<file path="config.mk">
export PLATFORM = sky130hd
export DESIGN_NAME = chassis_status_frame_parser_top
export DESIGN_NICKNAME = d
export VERILOG_FILES = /design/src/rtl/core/csfp_pkg.sv /design/src/rtl/core/chassis_status_frame_parser_top.sv
export SDC_FILE = /design/constraint.sdc
export NUM_CORES = 1
export LEC_CHECK = 0
export ABC_AREA = 1
export BUFFER_PORTS_ARGS = -buffer_cell sky130_fd_sc_hd__buf_2
export CAP_MARGIN = 0
export CORE_ASPECT_RATIO = 0.75
export CORE_MARGIN = 1.5
export CORE_UTILIZATION = 62
export CTS_CLUSTER_SIZE = 28
export DETAILED_ROUTE_END_ITERATION = 8
export GPL_TIMING_DRIVEN = 0
export HOLD_SLACK_MARGIN = 0.02
export PLACE_DENSITY = 0.85
export SETUP_SLACK_MARGIN = 0.02
export SYNTH_ARGS = -nofsm -noshare
export SYNTH_HDL_FRONTEND = slang
export SYNTH_SLANG_ARGS = --single-unit
</file>
<file path="constraint.sdc">
create_clock -name clk -period 5.55 [get_ports clk]
set_input_delay 0.2775 -clock clk [delete_from_list [all_inputs] [get_ports clk]]
set_output_delay 0.2775 -clock clk [all_outputs]
set_load 0.05 [all_outputs]
</file>
<file path="src/rtl/core/csfp_pkg.sv">
package csfp_pkg;

  // Header bytes that open a status frame
  localparam logic [7:0] HDR_FIRST  = 8'hFF;
  localparam logic [7:0] HDR_SECOND = 8'hFE;

  // Payload: speed A, dir A, speed B, dir B, speed C, dir C, speed D, dir D,
  // gyro high, gyro low
  localparam int unsigned PAYLOAD_LEN = 10;
  localparam int unsigned STORE_DEPTH = PAYLOAD_LEN - 1;
  localparam int unsigned IDX_W       = $clog2(PAYLOAD_LEN);
  localparam logic [IDX_W-1:0] IDX_LAST = IDX_W'(PAYLOAD_LEN - 1);

  // Field widths
  localparam int unsigned BYTE_W  = 8;
  localparam int unsigned SPEED_W = 9;
  localparam int unsigned GYRO_W  = 16;
  localparam int unsigned OUT_DATA_W = 56;  // 4 x 9 + 16 = 52, padded to bytes

  // Wheel direction codes
  localparam logic [7:0] DIR_FWD  = 8'd0;
  localparam logic [7:0] DIR_STOP = 8'd1;
  localparam logic [7:0] DIR_REV  = 8'd2;

  // Frame sync phase
  typedef enum logic [1:0] {
    PH_HUNT,   // looking for first header byte
    PH_HDR2,   // seen 0xFF, waiting for 0xFE
    PH_DATA    // collecting payload bytes
  } phase_t;

  typedef logic signed [SPEED_W-1:0] speed_t;

  typedef struct packed {
    speed_t speed;
    logic   fault;
  } wheel_t;

  // Decode one wheel: magnitude byte plus direction code
  function automatic wheel_t wheel_decode(input logic [7:0] mag, input logic [7:0] code);
    wheel_t w;
    w.fault = 1'b0;
    case (code)
      DIR_FWD:  w.speed = speed_t'({1'b0, mag});
      DIR_STOP: w.speed = '0;
      DIR_REV:  w.speed = speed_t'(-{1'b0, mag});
      default: begin
        w.speed = '0;
        w.fault = 1'b1;
      end
    endcase
    return w;
  endfunction

endpackage

</file>
<file path="src/rtl/core/chassis_status_frame_parser_top.sv">
// Channel | Dir | Ports                          | Item
// in      | in  | in_tvalid/in_tready/in_tdata   | one received serial byte
// out     | out | out_tvalid/out_tready/out_tdata| one decoded status record
//                 out_tuser                      | direction fault flag
//
// Each byte is registered on entry and handled from the input register; one
// byte per cycle is sustained while the output is not stalled. A record is
// decoded as the last payload byte leaves the input register and is held
// in the result register, which drives out. Synchronous active-low reset
// returns the parser to the header hunt and empties both registers; the
// payload store is not cleared. A stalled output holds the record and the
// input register absorbs one more byte before in_tready drops.
module chassis_status_frame_parser_top
  import csfp_pkg::*;
(
  input  logic                  clk,
  input  logic                  rst_n,
  input  logic                  in_tvalid,
  output logic                  in_tready,
  input  logic [7:0]            in_tdata,   // [7:0] rx_byte
  output logic                  out_tvalid,
  input  logic                  out_tready,
  // [8:0] wheel_a_speed, [17:9] wheel_b_speed, [26:18] wheel_c_speed,
  // [35:27] wheel_d_speed, [51:36] gyro_rate, [55:52] zero
  output logic [OUT_DATA_W-1:0] out_tdata,
  output logic                  out_tuser   // [0] direction_fault
);

  // Input register
  logic             s1_valid_r;
  logic [7:0]       s1_byte_r;
  logic             advance;

  // Parser state
  phase_t           phase_r, phase_nxt;
  logic [IDX_W-1:0] idx_r, idx_nxt;
  logic [7:0]       store_r [STORE_DEPTH];
  logic             store_we;
  logic             emit;

  // Result register
  logic             out_valid_r;
  speed_t           spd_a_r, spd_b_r, spd_c_r, spd_d_r;
  logic [GYRO_W-1:0] gyro_r;
  logic             fault_r;

  wheel_t           w_a, w_b, w_c, w_d;
  logic [GYRO_W-1:0] gyro_nxt;

  // Byte in the input register moves on when the result slot is free
  assign advance   = s1_valid_r && (!out_valid_r || out_tready);
  assign in_tready = !s1_valid_r || advance;

  always_ff @(posedge clk) begin
    if (!rst_n) begin
      s1_valid_r <= 1'b0;
    end else if (in_tvalid && in_tready) begin
      s1_valid_r <= 1'b1;
    end else if (advance) begin
      s1_valid_r <= 1'b0;
    end
  end

  always_ff @(posedge clk) begin
    if (in_tvalid && in_tready) begin
      s1_byte_r <= in_tdata;
    end
  end

  // Next phase
  always_comb begin
    phase_nxt = phase_r;
    idx_nxt   = idx_r;
    if (advance) begin
      case (phase_r)
        PH_HUNT: begin
          phase_nxt = (s1_byte_r == HDR_FIRST) ? PH_HDR2 : PH_HUNT;
        end
        PH_HDR2: begin
          if (s1_byte_r == HDR_SECOND) begin
            phase_nxt = PH_DATA;
            idx_nxt   = '0;
          end else if (s1_byte_r == HDR_FIRST) begin
            phase_nxt = PH_HDR2;
          end else begin
            phase_nxt = PH_HUNT;
          end
        end
        PH_DATA: begin
          if (idx_r == IDX_LAST) begin
            phase_nxt = PH_HUNT;
            idx_nxt   = '0;
          end else begin
            idx_nxt = idx_r + 1'b1;
          end
        end
        default: begin
          phase_nxt = PH_HUNT;
          idx_nxt   = '0;
        end
      endcase
    end
  end

  // Phase outputs: store strobe and record strobe
  always_comb begin
    store_we = 1'b0;
    emit     = 1'b0;
    case (phase_r)
      PH_DATA: begin
        store_we = advance && (idx_r != IDX_LAST);
        emit     = advance && (idx_r == IDX_LAST);
      end
      default: begin
        store_we = 1'b0;
        emit     = 1'b0;
      end
    endcase
  end

  always_ff @(posedge clk) begin
    if (!rst_n) begin
      phase_r <= PH_HUNT;
      idx_r   <= '0;
    end else begin
      phase_r <= phase_nxt;
      idx_r   <= idx_nxt;
    end
  end

  // Payload store
  always_ff @(posedge clk) begin
    if (store_we) begin
      store_r[idx_r] <= s1_byte_r;
    end
  end

  // Record decode
  assign w_a = wheel_decode(store_r[0], store_r[1]);
  assign w_b = wheel_decode(store_r[2], store_r[3]);
  assign w_c = wheel_decode(store_r[4], store_r[5]);
  assign w_d = wheel_decode(store_r[6], store_r[7]);
  // word - 32768 modulo 2^16 is the word with its top bit flipped
  assign gyro_nxt = {~store_r[8][7], store_r[8][6:0], s1_byte_r};

  // Result register
  always_ff @(posedge clk) begin
    if (!rst_n) begin
      out_valid_r <= 1'b0;
    end else if (emit) begin
      out_valid_r <= 1'b1;
    end else if (out_tready) begin
      out_valid_r <= 1'b0;
    end
  end

  always_ff @(posedge clk) begin
    if (emit) begin
      spd_a_r <= w_a.speed;
      spd_b_r <= w_b.speed;
      spd_c_r <= w_c.speed;
      spd_d_r <= w_d.speed;
      gyro_r  <= gyro_nxt;
      fault_r <= w_a.fault | w_b.fault | w_c.fault | w_d.fault;
    end
  end

  assign out_tvalid = out_valid_r;
  assign out_tdata  = {4'b0000, gyro_r, spd_d_r, spd_c_r, spd_b_r, spd_a_r};
  assign out_tuser  = fault_r;

  // Checks

  // Payload index never runs past the last payload byte
  a_idx_range: assert property (@(posedge clk) disable iff (!rst_n)
    idx_r <= IDX_LAST)
    else $error("payload index out of range");

  // Index is parked at zero outside the payload phase
  a_idx_park: assert property (@(posedge clk) disable iff (!rst_n)
    phase_r != PH_DATA |-> idx_r == '0)
    else $error("payload index not cleared outside frame");

  // A new record follows only the last payload byte
  a_emit_src: assert property (@(posedge clk) disable iff (!rst_n)
    emit |=> out_valid_r && $past(phase_r == PH_DATA && idx_r == IDX_LAST))
    else $error("record emitted from wrong phase");

  // Input stalls only when both registers are full and the output is held
  a_stall: assert property (@(posedge clk) disable iff (!rst_n)
    !in_tready |-> s1_valid_r && out_valid_r && !out_tready)
    else $error("input stalled without cause");

endmodule

</file>
Word level (Yosys, flattened, before mapping)
Memory sizes are Yosys's and may differ from the RTL's.
Cells that the tools add are included.

operators by class
  add/sub/neg operators = 5
  multipliers = 0
  div/mod/pow operators = 0
  $lt $le $gt $ge = 0
  equality and inequality tests = 16
  shifts and indexed selects = 0
  mux-type cells = 23
  bitwise gates (word level) = 5
  reduce and logical (&&, ||, !) cells = 21

operator list
  operator               number
  $pmux W9 S2            4
  $neg A8 Y9             4
  $eq A8 B1 Y1 const B   4
  $eq A8 B2 Y1 const B   4
  $logic_not A8 Y1       4
  $eq A8 B8 Y1 const B   2
  $mux W1                13
  $pmux W4 S3            1
  $reduce_or A3 Y1       4
  $mux W4                2
  $pmux W2 S3            1
  $add A4 B1 Y4 const B  1
  $eq A4 B4 Y1 const B   1
  $logic_and A1 B1 Y1    4
  $mux W2                2
  $ne A2 B2 Y1 const B   2
  $ne A4 B4 Y1 const B   1
  $reduce_bool A2 Y1     2
  $or A1 B1 Y1           3
  $reduce_and A3 Y1      1
  $eq A2 B1 Y1 const B   1
  $eq A2 B2 Y1 const B   1
  $logic_not A1 Y1       2
  $logic_not A2 Y1       1
  other kinds (3)        5

storage, ports and cells
  register bits after elaboration = 69
  bits in latches = 0
  bits in writable memories = 72
  bits in read-only memories = 0
  bits of input ports = 12
  output and inout bits = 59
  logic and storage cells = 82
  memories = 1

memory list
  memory   words  width  rd ports  clocked after Yosys merged registers in  wr ports  RTL line                               RTL
  store_r  9      8      9         0                                        1         chassis_status_frame_parser_top.sv:37  logic [7:0] store_r [STORE_DEPTH];

Depth between registers and ports, before layout
  word-level depth = 7
  gate-level depth with buffers = 8

Worst setup path after synthesis
OpenSTA, ideal clock, no wires.

  path type = register to register
  start = register out_valid_r (netlist: out_tvalid)
  end = register gyro_r[0], enable pin
  arrival time = 2.084 ns
  required time = 5.143 ns
  path slack = 3.059 ns
  stages on the path, launching flop included = 6
  path buffers = 0
  cells stage by stage = dfxtp_1 -> nand2_1 -> nand2_1 -> inv_1 -> nand3_1 -> inv_1

on the way
  longest elaborated chain between the ends = 5

ends and longest elaborated chain
  item                    RTL line                                RTL
  start, declared         chassis_status_frame_parser_top.sv:42   logic out_valid_r;
  start signal, assigned  chassis_status_frame_parser_top.sv:149  out_valid_r <= 1'b0;
  start signal, assigned  chassis_status_frame_parser_top.sv:151  out_valid_r <= 1'b1;
  start signal, assigned  chassis_status_frame_parser_top.sv:153  out_valid_r <= 1'b0;
  $logic_not A1 Y1        chassis_status_frame_parser_top.sv:51   assign advance = s1_valid_r && (!out_valid_r || out_tready);
  $logic_or A1 B1 Y1      chassis_status_frame_parser_top.sv:51
  $logic_and A1 B1 Y1     chassis_status_frame_parser_top.sv:51
  $logic_and A1 B1 Y1     chassis_status_frame_parser_top.sv:112  emit = advance && (idx_r == IDX_LAST);
  $mux W1                 chassis_status_frame_parser_top.sv:109  case (phase_r)
  net emit                chassis_status_frame_parser_top.sv:39   logic emit;
  end signal, assigned    chassis_status_frame_parser_top.sv:163  gyro_r <= gyro_nxt;
  end, declared           chassis_status_frame_parser_top.sv:44   logic [GYRO_W-1:0] gyro_r;

The timed path passes the listed nets, and every way through them passes these cells.
A chain may end at the register's enable or synchronous reset.

Worst setup path in the final report
  start = register idx_r[1]
  end = memory store_r[0][4], enable pin

on the way
  longest elaborated chain between the ends = 5

ends and longest elaborated chain
  item                           RTL line                                RTL
  start, declared                chassis_status_frame_parser_top.sv:36   logic [IDX_W-1:0] idx_r, idx_nxt;
  start signal, assigned         chassis_status_frame_parser_top.sv:127  idx_r <= idx_nxt;
  $ne A4 B4 Y1                   chassis_status_frame_parser_top.sv:111  store_we = advance && (idx_r != IDX_LAST);
  $logic_and A1 B1 Y1            chassis_status_frame_parser_top.sv:111
  $mux W1                        chassis_status_frame_parser_top.sv:109
  $mux W1                        chassis_status_frame_parser_top.sv:133  if (store_we) begin
  $mux W1 (implied by the code)  chassis_status_frame_parser_top.sv:134  store_r[idx_r] <= s1_byte_r;
  end, declared                  chassis_status_frame_parser_top.sv:37

Several ways; a longest one is shown, not always the timed one.

==> results.txt <==
run status: finished, final reports clean
Synth warnings: 0
Peak Freq: 475 MHz
cells on worst reg2reg path: 6
Syn-to-layout area delta: 19.1%
Hold Startpoint: in_tdata[0]
final RePlAce weighted congestion: 0.890
post-CTS sizing: 0
placed cell count: 631
Initial Util: 0.652
Pre-Repair DR Iteration Count: 5
antenna violations before repair: 0
Critical Path Sink Type: register
Slew Limit Headroom: 0.285
CTS clk-pin slew, worst paths: 0.06 ns
Hold Path Cell Cnt: 1
CTS Buf Count: 17
fillers: 527
Synth top area share: 0.709
GR Util All Layers: 0.237
setup slack after layout: 3.45 ns
CTS tree: built
Antenna Violating Nets Remaining: 0
Final min period: 2.10 ns
crit share post-route: 0.379
Die W: 113 µm
Leak: 2.63 nW
Crit Path Class: register to register
Critical path origin: idx_r[1]
DP HPWL: 6.90 mm
Data arrival, critical path: 2.13 ns
HP Class: primary input to register
die height: 85.5 µm
CP required: 5.58 ns
unique cell type count in the Yosys netlist: 30
Place WS: 3.42 ns
critical path startpoint category: register
CTS H-tree lvls: 4
I/O pin cnt: 71
Final Util: 0.777
Total Neg Setup Slack: 0 ns
maximum VDD drop: 0.325 mV
r2r startpoint: idx_r[1]
die area: 9670 µm²
Post-DP Area: 6130 µm²
Rows: 29
fin nets: 561
Post-Syn Area: 5630 µm²
gr ovfl total: 0
Min Hold Slack: 0.0397 ns
Clock Latency Late Sink: 0.41 ns
Mapped Cells: 453
Max Cap Violations: 0
R2R setup slack: 3.45 ns
Synth area leaders: edfxtp_1 (71%), inv_1 (4.3%), nand3_1 (3.8%)
largest net degree at the start of global routing: 31
clk buf depth: 2
post-route cell area: 6710 µm²
Register Area: 4150 µm²
post-synthesis register bit count: 141
RSZ-0062 raised after global routing: no
DRT Wirelength: 10.4 mm
Routed WL per cell: 15.7 µm
initial drt markers: 335
post-CTS setup buffer count: 0
area of the multi-input gates: 1200 µm²
share of cells above drive strength 1: 0.219
Setup Viol. Count Final: 0
worst clock skew: 0.00593 ns
n_diodes: 0
Power, Total: 2.25 mW
root buf cell: clkbuf_16
max-slew violation count: 0
DRC Markers: 0
Power Dens Cells: 335 nW/µm²
worst-margin pin slew: 1.06 ns
fin cells: 666
Worst Hold Endpoint: s1_byte_r[0]
Avg Cell Area, Syn: 12.4 µm²
port bufs: 66
Reg2Reg Capture Point: store_r[0][4]
final hold vios: 0
clk sinks: 141
drt via density: 5.57
register area share after synthesis: 0.737
first-pass GRT wire length: 16.7 mm
vias: 3712
vias in the first global route: 3510
core area: 8640 µm²
Max Fanout on Critical Path: 8
Synth area leader: edfxtp_1
==> report_power, final <==
part	total, mW	internal, mW	switching (mW)
combinational	0.0202	0.00770	0.0125
sequential	1.19	1.17	0.0221
clock	1.04	0.617	0.419
==> state kept, by name (all words and copies together), names as in the netlist <==
| name | cells |
|---|---|
| gyro_r | 16 |
| idx_r | 4 |
| out_tuser | 1 |
| out_tvalid | 1 |
| phase_r | 2 |
| s1_byte_r | 8 |
| s1_valid_r | 1 |
| spd_a_r | 9 |
| spd_b_r | 9 |
| spd_c_r | 9 |
| spd_d_r | 9 |
| store_r | 72 |
==> worst max-delay path, cell delays in order, from the launching register on <==
cell and delay (ns):
dfxtp_1 0.42, inv_2 0.08, nand2_4 0.08, nor2_2 0.06, nor2_4 0.16, nand4_2 0.13
nor3_1 0.79
==> what timing repair did <==
action	4_1_cts	5_1_grt
setup endpoints to repair	0	0
hold endpoints to repair	2	1
hold buffers	2	1
==> cell usage in the layout (no fill, tap or decap), drive strengths merged, types with 8 or more instances in the layout <==
master | Yosys | layout
nor3 | 14 | 14
nand4 | 8 | 8
nand2 | 57 | 57
a21oi | 11 | 11
nor2 | 43 | 43
clkbuf | 0 | 19
buf | 4 | 71
clkinv | 0 | 8
nand3 | 43 | 43
inv | 70 | 72
dfxtp | 8 | 8
o21ai | 44 | 44
edfxtp | 133 | 133
==> cell usage after synthesis, drive strengths merged <==
cell and number:
edfxtp 133, inv 70, nand2 57, o21ai 44, nand3 43, nor2 43
nor3 14, a21oi 11, dfxtp 8, nand4 8, buf 4, ha 4
or2 4, o22ai 3, nand3b 2, a31oi 1, and2 1, conb 1
nor4 1, xor2 1
==> cells by family after synthesis <==
logic type	share of synthesized area
AOI/OAI and AO/OA	0.0546
xor gates and xnor gates	0.00156
adders and majority gates	0.00889
buffers and inverters	0.0520
DFF	0.737
other	0.000666
and+or+nand+nor	0.145
==> worst max-delay path by stage <==
stage	endpoint	slack, ns	cells past startpoint
after floorplan	gyro_r[0]	3.06	5
after global placement	gyro_r[4]	2.76	7
after detailed placement	store_r[0][4]	3.42	7
after CTS	store_r[0][2]	3.45	6
after global routing	store_r[0][2]	3.29	6
final	store_r[0][4]	3.45	6
==> layer usage <==
| layer | share of wire | GRT usage |
|---|---|---|
| met1 | 0.41 | 0.285 |
| met2 | 0.49 | 0.392 |
| met3 | 0.078 | 0.0714 |
| met4 | 0.028 | 0.127 |
| met5 | 0 | 0 |
==> area by class of cell <==
type                            instances  share of cell area
Buffer                                  4             0.00447
Sequential cell                       141               0.619
Multi-Input combinational cell        241               0.178
Inverter                               70              0.0391
Tap cell                              108              0.0201
Timing Repair Buffer                   70              0.0567
Clock buffer                           19              0.0645
Clock inverter                         13              0.0177
No activity file was read; power rests on OpenSTA's default activity.
